===== src/sv/swls_pkg.sv =====
// swls_pkg: shared types and constants for the sliding window latency statistics core
// no dependencies; imported by sliding_window_latency_stats_core

package swls_pkg;

    localparam int unsigned WINDOW_DEPTH_DEF = 16;
    localparam int unsigned LAT_W            = 16;
    localparam int unsigned FILL_W           = 5;

    localparam logic MODE_ADD   = 1'b0;
    localparam logic MODE_CLEAR = 1'b1;

    typedef enum logic [2:0] {
        ST_IDLE,
        ST_RD_OLD,
        ST_UPD,
        ST_SCAN,
        ST_DRAIN,
        ST_DIV,
        ST_FIN
    } t_state;

endpackage


===== src/sv/sliding_window_latency_stats_core.sv =====
// add transaction: reads the old sample, updates the window, scans the n slots held after the add,
// then runs a restoring divider over the sum (16 deep: 20-bit sum); one ram read per scanned slot
// and one quotient bit per cycle. clear transaction: goes straight to the result stage.
// one transaction at a time; input ready again once the result sits in the output register.
// synchronous active-low reset empties the window (count, position, sum) and drops o_out_valid;
// sample ram contents are not reset

module sliding_window_latency_stats_core
    import swls_pkg::*;
#(
    parameter int unsigned WINDOW_DEPTH = WINDOW_DEPTH_DEF
) (
    input  logic              i_clk,
    input  logic              i_rst_n,
    // input channel
    input  logic              i_in_valid,
    output logic              o_in_ready,
    input  logic              i_mode,
    input  logic [LAT_W-1:0]  i_latency,
    // result channel
    output logic              o_out_valid,
    input  logic              i_out_ready,
    output logic [LAT_W-1:0]  o_min_latency,
    output logic [LAT_W-1:0]  o_max_latency,
    output logic [LAT_W-1:0]  o_mean_latency,
    output logic [LAT_W-1:0]  o_jitter,
    output logic [FILL_W-1:0] o_fill_count
);

    // derived widths
    localparam int unsigned PTR_W  = (WINDOW_DEPTH > 1) ? $clog2(WINDOW_DEPTH) : 1;
    localparam int unsigned CNT_W  = $clog2(WINDOW_DEPTH + 1);
    localparam int unsigned SUM_W  = LAT_W + PTR_W;     // holds WINDOW_DEPTH * 65535
    localparam int unsigned STEP_W = $clog2(SUM_W + 1);

    localparam logic [CNT_W-1:0]  CNT_FULL = CNT_W'(WINDOW_DEPTH);
    localparam logic [PTR_W-1:0]  PTR_LAST = PTR_W'(WINDOW_DEPTH - 1);
    localparam logic [STEP_W-1:0] STEPS    = STEP_W'(SUM_W);

    // sample store, one read and one write port, registered read data
    logic [LAT_W-1:0] mem [WINDOW_DEPTH];
    logic [LAT_W-1:0] r_rd_data;
    logic [PTR_W-1:0] w_rd_addr;
    logic             w_wr_en;

    // sequencer
    t_state r_state, n_state;

    // window state
    logic [PTR_W-1:0] r_pos;
    logic [CNT_W-1:0] r_count;
    logic [SUM_W-1:0] r_sum;
    logic [LAT_W-1:0] r_sample;

    // min / max scan
    logic [PTR_W-1:0] r_idx;
    logic             r_cmp_vld;
    logic [LAT_W-1:0] r_lo;
    logic [LAT_W-1:0] r_hi;
    logic             w_scan_last;

    // restoring divider: dividend shifts out of r_quo as quotient bits shift in
    logic [SUM_W-1:0]  r_quo;
    logic [CNT_W-1:0]  r_rem;
    logic [STEP_W-1:0] r_step;
    logic [CNT_W:0]    w_trial;
    logic [CNT_W:0]    w_diff;
    logic              w_ge;

    logic w_full;
    logic w_in_acc;
    logic w_fin_go;

    assign w_full      = (r_count == CNT_FULL);
    assign w_in_acc    = i_in_valid && o_in_ready;
    assign w_fin_go    = (r_state == ST_FIN) && (!o_out_valid || i_out_ready);
    assign w_scan_last = (CNT_W'(r_idx) == (r_count - CNT_W'(1)));

    assign w_trial = {r_rem, r_quo[SUM_W-1]};
    assign w_ge    = (w_trial >= {1'b0, r_count});
    assign w_diff  = w_trial - {1'b0, r_count};

    // next state
    always_comb begin
        n_state = r_state;
        unique case (r_state)
            ST_IDLE: begin
                if (i_in_valid) begin
                    n_state = (i_mode == MODE_CLEAR) ? ST_FIN : ST_RD_OLD;
                end
            end
            ST_RD_OLD: n_state = ST_UPD;
            ST_UPD:    n_state = ST_SCAN;
            ST_SCAN: begin
                if (w_scan_last) begin
                    n_state = ST_DRAIN;
                end
            end
            ST_DRAIN:  n_state = ST_DIV;
            ST_DIV: begin
                if (r_step == STEP_W'(1)) begin
                    n_state = ST_FIN;
                end
            end
            ST_FIN: begin
                if (w_fin_go) begin
                    n_state = ST_IDLE;
                end
            end
            default:   n_state = ST_IDLE;
        endcase
    end

    // sequencer outputs
    always_comb begin
        o_in_ready = 1'b0;
        w_wr_en    = 1'b0;
        w_rd_addr  = r_pos;
        unique case (r_state)
            ST_IDLE: o_in_ready = 1'b1;
            ST_UPD:  w_wr_en    = 1'b1;
            ST_SCAN: w_rd_addr  = r_idx;
            default: ;
        endcase
    end

    // sample ram
    always_ff @(posedge i_clk) begin
        if (w_wr_en) begin
            mem[r_pos] <= r_sample;
        end
        r_rd_data <= mem[w_rd_addr];
    end

    // control state
    always_ff @(posedge i_clk) begin
        if (!i_rst_n) begin
            r_state     <= ST_IDLE;
            r_pos       <= '0;
            r_count     <= '0;
            r_sum       <= '0;
            r_cmp_vld   <= 1'b0;
            o_out_valid <= 1'b0;
        end else begin
            r_state   <= n_state;
            r_cmp_vld <= (r_state == ST_SCAN);
            if (w_in_acc && i_mode == MODE_CLEAR) begin
                r_pos   <= '0;
                r_count <= '0;
                r_sum   <= '0;
            end
            if (r_state == ST_UPD) begin
                // full window: oldest sample (read last cycle) leaves the sum
                if (w_full) begin
                    r_sum <= r_sum - SUM_W'(r_rd_data) + SUM_W'(r_sample);
                end else begin
                    r_sum   <= r_sum + SUM_W'(r_sample);
                    r_count <= r_count + CNT_W'(1);
                end
                r_pos <= (r_pos == PTR_LAST) ? '0 : r_pos + PTR_W'(1);
            end
            if (w_fin_go) begin
                o_out_valid <= 1'b1;
            end else if (i_out_ready) begin
                o_out_valid <= 1'b0;
            end
        end
    end

    // datapath
    always_ff @(posedge i_clk) begin
        if (w_in_acc) begin
            r_sample <= i_latency;
        end
        if (r_state == ST_UPD) begin
            r_idx <= '0;
            r_lo  <= '1;
            r_hi  <= '0;
        end
        if (r_state == ST_SCAN) begin
            r_idx <= r_idx + PTR_W'(1);
        end
        // compare uses the registered read data, in the cycle after its read address
        if (r_cmp_vld) begin
            if (r_rd_data < r_lo) begin
                r_lo <= r_rd_data;
            end
            if (r_rd_data > r_hi) begin
                r_hi <= r_rd_data;
            end
        end
        if (r_state == ST_DRAIN) begin
            r_quo  <= r_sum;
            r_rem  <= '0;
            r_step <= STEPS;
        end
        if (r_state == ST_DIV) begin
            r_quo  <= {r_quo[SUM_W-2:0], w_ge};
            r_rem  <= w_ge ? w_diff[CNT_W-1:0] : w_trial[CNT_W-1:0];
            r_step <= r_step - STEP_W'(1);
        end
        if (w_fin_go) begin
            if (r_count == '0) begin
                o_min_latency  <= '0;
                o_max_latency  <= '0;
                o_mean_latency <= '0;
                o_jitter       <= '0;
            end else begin
                o_min_latency  <= r_lo;
                o_max_latency  <= r_hi;
                o_mean_latency <= r_quo[LAT_W-1:0];
                o_jitter       <= r_hi - r_lo;
            end
            o_fill_count <= FILL_W'(r_count);
        end
    end

endmodule


===== config.mk =====
export PLATFORM = sky130hd
export DESIGN_NAME = sliding_window_latency_stats_core
export DESIGN_NICKNAME = d
export VERILOG_FILES = /design/src/sv/swls_pkg.sv /design/src/sv/sliding_window_latency_stats_core.sv
export SDC_FILE = /design/constraint.sdc
export NUM_CORES = 1
export LEC_CHECK = 0
export BUFFER_PORTS_ARGS = -buffer_cell sky130_fd_sc_hd__buf_4
export CAP_MARGIN = 20
export CORE_MARGIN = 2
export CORE_UTILIZATION = 35
export CTS_CLUSTER_SIZE = 20
export DETAILED_ROUTE_END_ITERATION = 10
export PLACE_DENSITY = 0.51
export RECOVER_POWER = 100
export SLEW_MARGIN = 10
export SYNTH_ARGS = -nofsm -noshare
export SYNTH_HDL_FRONTEND = slang
export SYNTH_SLANG_ARGS = --single-unit

===== constraint.sdc =====
create_clock -name i_clk -period 5.6 [get_ports i_clk]
set_input_delay 0.56 -clock i_clk [delete_from_list [all_inputs] [get_ports i_clk]]
set_output_delay 0.56 -clock i_clk [all_outputs]
set_load 0.01 [all_outputs]

==> run metrics, run 1 <==
Worst Slack Setup Final=1.27 ns; vias in the first global route=14227; clock share of power=about a quarter; critical path arrival=4.62 ns; first-pass GRT wire length=83100 um; GRT Total Usage=17.0%; Placeable Area=0.0615 sq mm; met2 Use GR=27.2%; outcome=finished with violations; layout cells sized above 1=7.49%; Net Switching=4.88 mW; final WL=54500 um; setup slack, reg-to-reg=1.27 ns; Clock Tree Buf Depth=3; cell taking the most area after synthesis=edfxtp_1; vias=14445; most frequent cell after synthesis=edfxtp_1; Wirelength per Cell=19.6 um; total power=13.0 mW; port bufs=91; Die Wd=253 um; Crit Path Max Fanout=38; post-DP HPWL=35400 um; FP Rows=91; failing checks=capacitance limit, slew limit; internal power=8.16 mW; Synth cell types=68; GRT busiest layer=met2; CTS tree=built; 1st-pass router iterations=6; die footprint=0.0640 sq mm; WHS Endpoint=r_sample[8]; drt initial violations=950; # DRC=0; CP Class=register to register; syn_nets=1989; Resized Gates After CTS=0; met1 Use GR=around a quarter; synth cell count leaders=375 x edfxtp_1, 190 x nand2_1, 143 x nor2_1; TNS Setup=0 ns; Synth async-reset ratio=0%; met3 Usage GRT=2.65%; Max Cap Viol=5; Area contributors post-synth=edfxtp_1 52%, dfxtp_1 7.6%, ha_1 5.7%; antenna violations before repair=2; Avg Inst Size Synth=11.7 sq um; Reg power frac=37.9%; post-CTS setup buffers=0; worst-margin pin slew=3.20 ns; Skew-Pair Late Insertion Delay=between 0.6 and 0.7 ns; Vias/cell=5.20; worst clock skew=0.0174 ns; Num Clock Sinks=457; largest net degree at the start of global routing=89; Gate Count Post-Synth=roughly 1900; dpl cell area=0.0234 sq mm; Post-synth EDFFs=approximately 380; Initial Utilization=35.3%; power density cells=528 mW/mm^2; filler cell count=5893; R2R cell count=6; Worst Setup End Kind=register; crit path time final=4.33 ns; Synth top area share=51.9%; root buf cell=clkbuf_16; grt ovf=0; fin crit share=77.3%; power share of the combinational group=36.3%; worst hold path cell count=1; Final setup viols=0; RR Startpoint=r_state[1]; Area Growth Syn to Fin=13.8%; clock transition at the registers of the reported paths=0.06 ns; Boundary Pins=~90; reg2reg end=mem[7][10]; Routed Antenna Nets=0; Seq/Total Area, Yosys=roughly three fifths; Worst Path Required=5.89 ns; fmax=231 MHz; Tightest Hold Check Type=input pin to register; crit path launch type=register; Final Max Tran Viols=181; Post-Place Setup Slack=1.98 ns; hold_sp=i_latency[8]; CTS HTree Levels=2; # diodes=0; Sw Ratio=between 30% and 40%; worst vdd ir=0.253 mV; RSZ-0062 raised after global routing=no; ys flop type=edfxtp_1; Final GP Congestion=between 0.8 and 0.9; final instance area=0.0247 sq mm; synth warn=0; Cell Area, Synth=0.0217 sq mm; leakage power=8.89 nW; Max-slew headroom=-114%; hold_buf cts=0; FF+latch count, synth=457; Layout Nets=2086; Vert. Die Dim=253 um; Num CTS Buffers=50; final hold viol count=0
-- sequential cells by signal, summed over array words and instances, names as in the netlist, 5 cells and up --
signal / count
mem: 256
o_fill_count: 5
o_jitter: 16
o_max_latency: 16
o_mean_latency: 16
o_min_latency: 16
r_count: 5
r_hi: 16
r_lo: 16
r_quo: 20
r_rd_data: 16
r_rem: 5
r_sample: 16
r_step: 5
r_sum: 20
-- layout by cell type (no fill, tap or decap), types with 5 or more instances in the layout --
cell	synthesis	routed
a22oi_1	9	9
inv_1	142	142
dfxtp_1	82	82
o211ai_1	6	6
nand2b_1	12	12
edfxtp_1	375	375
xnor2_1	27	27
buf_4	2	26
a21oi_1	89	88
a31oi_1	35	36
nor2_1	143	143
nand4_1	8	8
clkbuf_16	0	50
and3_1	7	7
xor2_1	20	20
o21bai_1	5	5
mux2i_1	40	37
nand2_1	190	190
ha_1	98	98
o21a_1	17	17
clkinv_2	0	12
clkinv_1	0	8
a221o_1	5	5
nand3_1	25	25
a311oi_1	36	36
clkbuf_4	0	11
nor2b_1	30	30
clkbuf_1	54	99
bufinv_16	0	6
fa_1	19	19
a211oi_1	94	94
and2_0	37	41
and2_1	31	27
mux2_2	20	20
o21ai_0	57	58
nor3_1	30	30
a21o_1	17	17
or3_1	9	9
-- final cells by class --
cell class | instances | area [sq um] | share of cell area, %
Clock inverter | 32 | 352 | 1.42
Clock buffer | 62 | 1330 | 5.37
Inverter | 142 | 533 | 2.16
Multi-Input combinational cell | 1166 | 7900 | 32.0
Tap cell | 790 | 988 | 4.00
Sequential cell | 457 | 12900 | 52.3
Timing Repair Buffer | 131 | 688 | 2.79
-- per-layer routing --
metal  wire length (um)  vias up
li1                   -     6950
met1              25700     7071
met2              24800      349
met3               2870       75
met4               1210        0
met5                  0        -
-- worst max-delay path, cell delays in order, from the launching register on --
cell and delay [ns]:
dfxtp_1 0.52, nor2b_1 0.27, nor2b_1 0.16, clkbuf_1 1.51, nand2_1 0.50, nor2_1 0.68
buf_4 0.36
-- power groups by stage --
| stage | logic [mW] | clock network [mW] | registers [mW] |
|---|---|---|---|
| after floorplan | 3.58 | 0 | 4.75 |
| after global placement | 4.76 | 0 | 5.00 |
| after detailed placement | 4.82 | 0 | 5.02 |
| after CTS | 4.85 | 3.46 | 4.95 |
| after global routing | 5.35 | 3.59 | 5.01 |
| final | 4.73 | 3.37 | 4.94 |
-- kinds of logic after synthesis --
logic type      share of synthesized area [%]
flops                                    59.5
fa+ha+maj                                7.40
buf+inv                                  4.21
simple gates                             11.6
compound gates                           12.3
mux                                      3.06
xor+xnor                                 1.90
-- worst max-delay path by stage --
stage          cells after the start             to  slack [ns]   startpoint
4_1_cts                            8  r_rd_data[12]        1.97   r_state[2]
3_5_place_dp                       8  r_rd_data[12]        1.98   r_state[1]
3_3_place_gp                      11      r_sum[15]        2.05  r_sample[1]
2_1_floorplan                      5      r_quo[10]        2.04   r_state[2]
5_1_grt                            6     mem[13][1]         1.0   r_state[1]
6_report                           6     mem[7][10]        1.27   r_state[1]
-- through the flow --
stage,util (%),hold slack [ns],cells
2_1_floorplan,-,0.403,1851
6_report,40.2,0.155,2780
4_1_cts,40.8,0.103,2779
3_3_place_gp,38.0,0.465,2685
3_5_place_dp,38.0,0.468,2685
5_1_grt,40.2,0.135,2780
(Power assumes the default switching activity.)
==> run 2: changes to the inputs <==
Clock period 5.6 ns to 4.3 ns, I/O delays scaled along.
==> run metrics, run 2 (synthesized netlist as in run 1, its figures left out) <==
Routed Antenna Nets=0 (unchanged); final hold viol count=0 (unchanged); Boundary Pins=92 (unchanged); Tightest Hold Check Type=input pin to register; Most flops, register=mem; Num Clock Sinks=457 (unchanged); Wirelength per Cell=19.6 um (about the same); vias in the first global route=14046 (-1.3%); worst hold path cell count=3 (+2); crit path time final=3.65 ns (-0.676 ns); commonest cells after routing, fill and taps aside=375 x edfxtp_1, 190 x nand2_1, 143 x nor2_1; Final setup viols=0 (unchanged); filler cell count=5869 (-0.41%); CTS tree=built; Layout Nets=2112 (+1.2%); commonest non-fill, non-tap cell in the layout=edfxtp_1; outcome=finished with violations; layout cells sized above 1=7.25% (-0.24 points); worst clock skew=0.0300 ns (+0.0127 ns); drt initial violations=947 (-0.32%); grt ovf=0 (unchanged); Max-slew headroom=-25.6% (+88 points); Final GP Congestion=0.837 (-1.7%); Num CTS Buffers=50 (unchanged); Initial Utilization=35.3% (unchanged); post-CTS setup buffers=0 (unchanged); post-DP HPWL=36400 um (+2.8%); Final Max Tran Viols=34 (-81%); Skew-Pair Late Insertion Delay=0.62 ns (about the same); fmax=274 MHz (+19%); largest net degree at the start of global routing=129 (+45%); Sw Ratio=37.2% (-0.23 points); Area Growth Syn to Fin=15.0%; # diodes=0 (unchanged); root buf cell=clkbuf_16; Reg power frac=36.3% (-1.6 points); Resized Gates After CTS=0 (unchanged); biggest regs=mem (256), r_quo (20), r_sum (20); Worst Path Required=4.79 ns (-1.10 ns); antenna violations before repair=2 (unchanged); CTS HTree Levels=2 (unchanged); Die Wd=253 um (unchanged); Worst Slack Setup Final=0.649 ns (-0.624 ns); Vert. Die Dim=253 um (unchanged); Max Cap Viol=1 (-4); clock transition at the registers of the reported paths=0.06 ns (about the same); die footprint=0.0640 sq mm (unchanged); Crit Path Max Fanout=18 (-53%); final WL=55000 um (+0.84%); worst-margin pin slew=1.88 ns (-1.32 ns); power share of the combinational group=37.1% (+0.8 points); fin crit share=84.9% (+7.6 points); CP Class=register to register; Clock Tree Buf Depth=3 (unchanged); crit path launch type=register; max reg flops=256 (unchanged); clock share of power=26.6% (+0.8 points); power density cells=691 mW/mm^2 (+31%); internal power=10.8 mW (+33%); leakage power=8.96 nW (+0.78%); vias=14495 (+0.35%); RSZ-0062 raised after global routing=no; Post-Place Setup Slack=0.938 ns (-1.04 ns); FP Rows=91 (unchanged); worst vdd ir=0.338 mV (+33%); Placeable Area=0.0615 sq mm (unchanged); 1st-pass router iterations=5 (-1); R2R cell count=12 (+6); Worst Setup End Kind=register; Vias/cell=5.17 (-0.55%); GRT Total Usage=17.0% (about the same); failing checks=capacitance limit, slew limit; # DRC=0 (unchanged); Net Switching=6.42 mW (+31%); critical path arrival=4.14 ns (-0.48 ns); port bufs=91 (unchanged); first-pass GRT wire length=83200 um (about the same); TNS Setup=0 ns (unchanged)
[run 2: metrics by stage]
| step | cells | hold slack, ns | cell area, sq um | power, mW | util (%) |
|---|---|---|---|---|---|
| 2_1_floorplan | 1851 | 0.403 | 21700 | 10.8 | - |
| 3_3_place_gp | 2700 | 0.464 | 23500 | 12.8 | 38.2 |
| 3_5_place_dp | 2700 | 0.474 | 23500 | 12.9 | 38.2 |
| 4_1_cts | 2805 | 0.00533 | 25400 | 17.5 | 41.3 |
| 5_1_grt | 2805 | 0.114 | 24900 | 18.4 | 40.6 |
| 6_report | 2805 | 0.118 | 24900 | 17.2 | 40.6 |
[run 2: layer usage]
metal  track usage [%]  up-vias  part of all wire, %
met3              2.83       59                  5.5
li1                  -     6985                    -
met5                 0        -                    0
met1              24.2     7109                   47
met4              4.11        0                  1.6
met2              27.1      342                   46
[run 2: layout make-up]
| cell class | count | area, sq um | share of cell area [%] |
|---|---|---|---|
| clock buffers | 62 | 1360 | 5.44 |
| repair buffers | 157 | 820 | 3.29 |
| inverters | 142 | 533 | 2.14 |
| well taps | 790 | 988 | 3.96 |
| clock inverters | 31 | 424 | 1.70 |
| flip-flops and latches | 457 | 12900 | 51.7 |
| multi-input cells | 1166 | 7920 | 31.8 |
[run 2: path summary, 6_finish.rpt]
check / endpoint / startpoint / slack, ns
setup / recovery: r_sum[15] / r_sample[7] / 0.65
hold / removal: r_count[3] / i_rst_n / 0.12
setup reg to reg: r_sum[15] / r_sample[7] / 0.65
hold reg to reg: r_hi[7] / r_hi[7] / 0.48
[run 2: power groups by stage]
stage | registers, mW | logic [mW] | clock network, mW
4_1_cts | 6.26 | 6.56 | 4.71
3_5_place_dp | 6.36 | 6.51 | 0
5_1_grt | 6.34 | 7.20 | 4.88
3_3_place_gp | 6.34 | 6.44 | 0
2_1_floorplan | 6.19 | 4.66 | 0
6_report | 6.26 | 6.39 | 4.59
[run 2: worst max-delay path, stage by stage (launching register included)]
cell      delay (ns)
edfxtp_1        0.32
clkbuf_1        0.79
inv_1           0.13
fa_1            0.52
inv_1           0.05
ha_1            0.22
a21o_1          0.21
a21oi_1         0.21
o21a_1          0.18
a21bo_1         0.29
a31oi_1         0.22
xnor2_1         0.08
a221o_1         0.32
[run 2: what timing repair did]
item	4_1_cts	5_1_grt
endpoints found under the hold margin	12	0
setup endpoints to repair	0	0
hold buffers	12	0
==> run 3: changes to the inputs <==
Clock period 4.3 ns to 3.82 ns, I/O delays scaled along.
==> run metrics, run 3 (synthesized netlist as in run 1, its figures left out) <==
outcome=finished with violations; failing checks=capacitance limit, slew limit; fmax=295 MHz (+7.7%); commonest cells after routing, fill and taps aside=375 x edfxtp_1, 190 x nand2_1, 143 x nor2_1; first-pass GRT wire length=83000 um (-0.18%); Wirelength per Cell=19.3 um (-1.4%); crit path launch type=register; multi-input combinational cell area=0.00793 sq mm (+0.11%); final WL=54400 um (-1.1%); root buf cell=clkbuf_16; fin crit share=88.7% (+3.8 points); Die Wd=253 um (unchanged); setup slack, reg-to-reg=0.43 ns (-0.22 ns); post-CTS setup buffers=0 (unchanged); reg2reg end=mem[1][14]; Final GP Congestion=0.870 (+4.0%); vias=14438 (-0.39%); RSZ-0062 raised after global routing=no; FP Rows=91 (unchanged); Max-slew headroom=-22.7% (+2.9 points); Worst Setup End Kind=register; crit path from=r_state[1]; Final setup viols=0 (unchanged); Boundary Pins=92 (unchanged); filler cell count=5909 (+0.68%); antenna violations before repair=1 (-1); crit path time final=3.39 ns (-0.263 ns); total power=19.0 mW (+9.9%); Num Clock Sinks=457 (unchanged); RR Startpoint=r_state[1]; CTS HTree Levels=2 (unchanged); R2R cell count=5 (-7); Skew-Pair Late Insertion Delay=0.63 ns (about the same); Layout Nets=2122 (+0.47%); biggest regs=mem (256), r_quo (20), r_sum (20); CP Class=register to register; largest net degree at the start of global routing=75 (-42%); cell total after placement=2706 (+0.22%); Num CTS Buffers=50 (unchanged); die footprint=0.0640 sq mm (unchanged); port bufs=91 (unchanged); Resized Gates After CTS=0 (unchanged); hold_sp=i_rst_n; worst-margin pin slew=1.84 ns (-0.0432 ns); max reg flops=256 (unchanged); Worst Path Required=4.06 ns (-0.73 ns); WHS=0.0612 ns (-0.0564 ns); worst clock skew=0.0383 ns (+0.00831 ns); Placeable Area=0.0615 sq mm (unchanged); Vias/cell=5.13 (-0.78%); power density cells=761 mW/mm^2 (+10%); final hold viol count=0 (unchanged); post-DP HPWL=36600 um (+0.58%); GRT Total Usage=17.0% (-0.033 points); 1st-pass router iterations=5 (unchanged); worst vdd ir=0.376 mV (+11%); Tightest Hold Check Type=input pin to register; commonest non-fill, non-tap cell in the layout=edfxtp_1; grt ovf=0 (unchanged); drt initial violations=788 (-17%); Crit Path Max Fanout=16 (-2); vias in the first global route=14255 (+1.5%); Area Growth Syn to Fin=14.8%; TNS Setup=0 ns (unchanged); critical path endpoint=mem[1][14]; layout cells sized above 1=7.95% (+0.70 points); leakage power=8.99 nW (+0.26%); Max Cap Viol=2 (+1); fin cells=2816 (+0.39%); Vert. Die Dim=253 um (unchanged); clock transition at the registers of the reported paths=0.06 ns (about the same); Routed Antenna Nets=0 (unchanged); Final Max Tran Viols=62 (+82%); CTS tree=built; Most flops, register=mem; Initial Utilization=35.3% (unchanged); hold_buf cts=16 (+4); critical path arrival=3.63 ns (-0.51 ns); # DRC=0 (unchanged); Clock Tree Buf Depth=3 (unchanged); sequential cell area in the final layout=0.0129 sq mm (unchanged)
-- run 3: cell count changes in the layout (fill, tap and decap cells not counted), moves of 4 or more --
cell           previous run  this run
clkbuf_2                  1        12
bufinv_16                 8         1
nor3_2                    0         4
dlygate4sd3_1            12        16
nor3_1                   30        26
buf_4                    18        27
-- run 3: area by class of cell --
| cell class | count | area share (%) |
|---|---|---|
| Clock buffer | 72 | 5.56 |
| Antenna cell | 1 | 0.0100 |
| Tap cell | 790 | 3.97 |
| Multi-Input combinational cell | 1166 | 31.8 |
| Timing Repair Buffer | 167 | 3.90 |
| Clock inverter | 21 | 0.823 |
| Sequential cell | 457 | 51.8 |
| Inverter | 142 | 2.14 |
-- run 3: worst min-delay path by stage --
stage,endpoint,cells after the start
2_1_floorplan,o_fill_count[2],0
3_3_place_gp,r_hi[2],2
3_5_place_dp,r_hi[3],2
4_1_cts,r_count[3],3
5_1_grt,r_count[3],3
6_report,r_count[3],3
-- run 3: through the flow --
stage	worst slack, ns	instance area, sq um	utilization, %
2_1_floorplan	0.258	21700	-
3_3_place_gp	0.693	23600	38.4
3_5_place_dp	0.652	23600	38.4
4_1_cts	0.601	25400	41.2
5_1_grt	0.222	24900	40.5
6_report	0.431	24900	40.5
-- run 3: per-layer routing --
| layer | global-route usage, % | wire length [um] | vias up |
|---|---|---|---|
| met1 | 23.3 | 25700 | 7092 |
| li1 | - | - | 6988 |
| met2 | 27.4 | 24900 | 276 |
| met5 | 0 | 11 | - |
| met3 | 2.98 | 2480 | 80 |
| met4 | 5.27 | 1320 | 2 |
-- run 3: report_power, final --
| part | switching [mW] | total [mW] | internal (mW) |
|---|---|---|---|
| sequential | 0.648 | 7.04 | 6.39 |
| combinational | 4.48 | 7.25 | 2.77 |
| clock | 2.05 | 4.67 | 2.62 |
-- run 3: worst max-delay path, cell delays in order, from the launching register on --
cell and delay, ns:
dfxtp_1 0.51, nor2b_1 0.28, nor2b_1 1.10, nand2_1 0.39
nor3_2 0.19, clkbuf_2 0.52
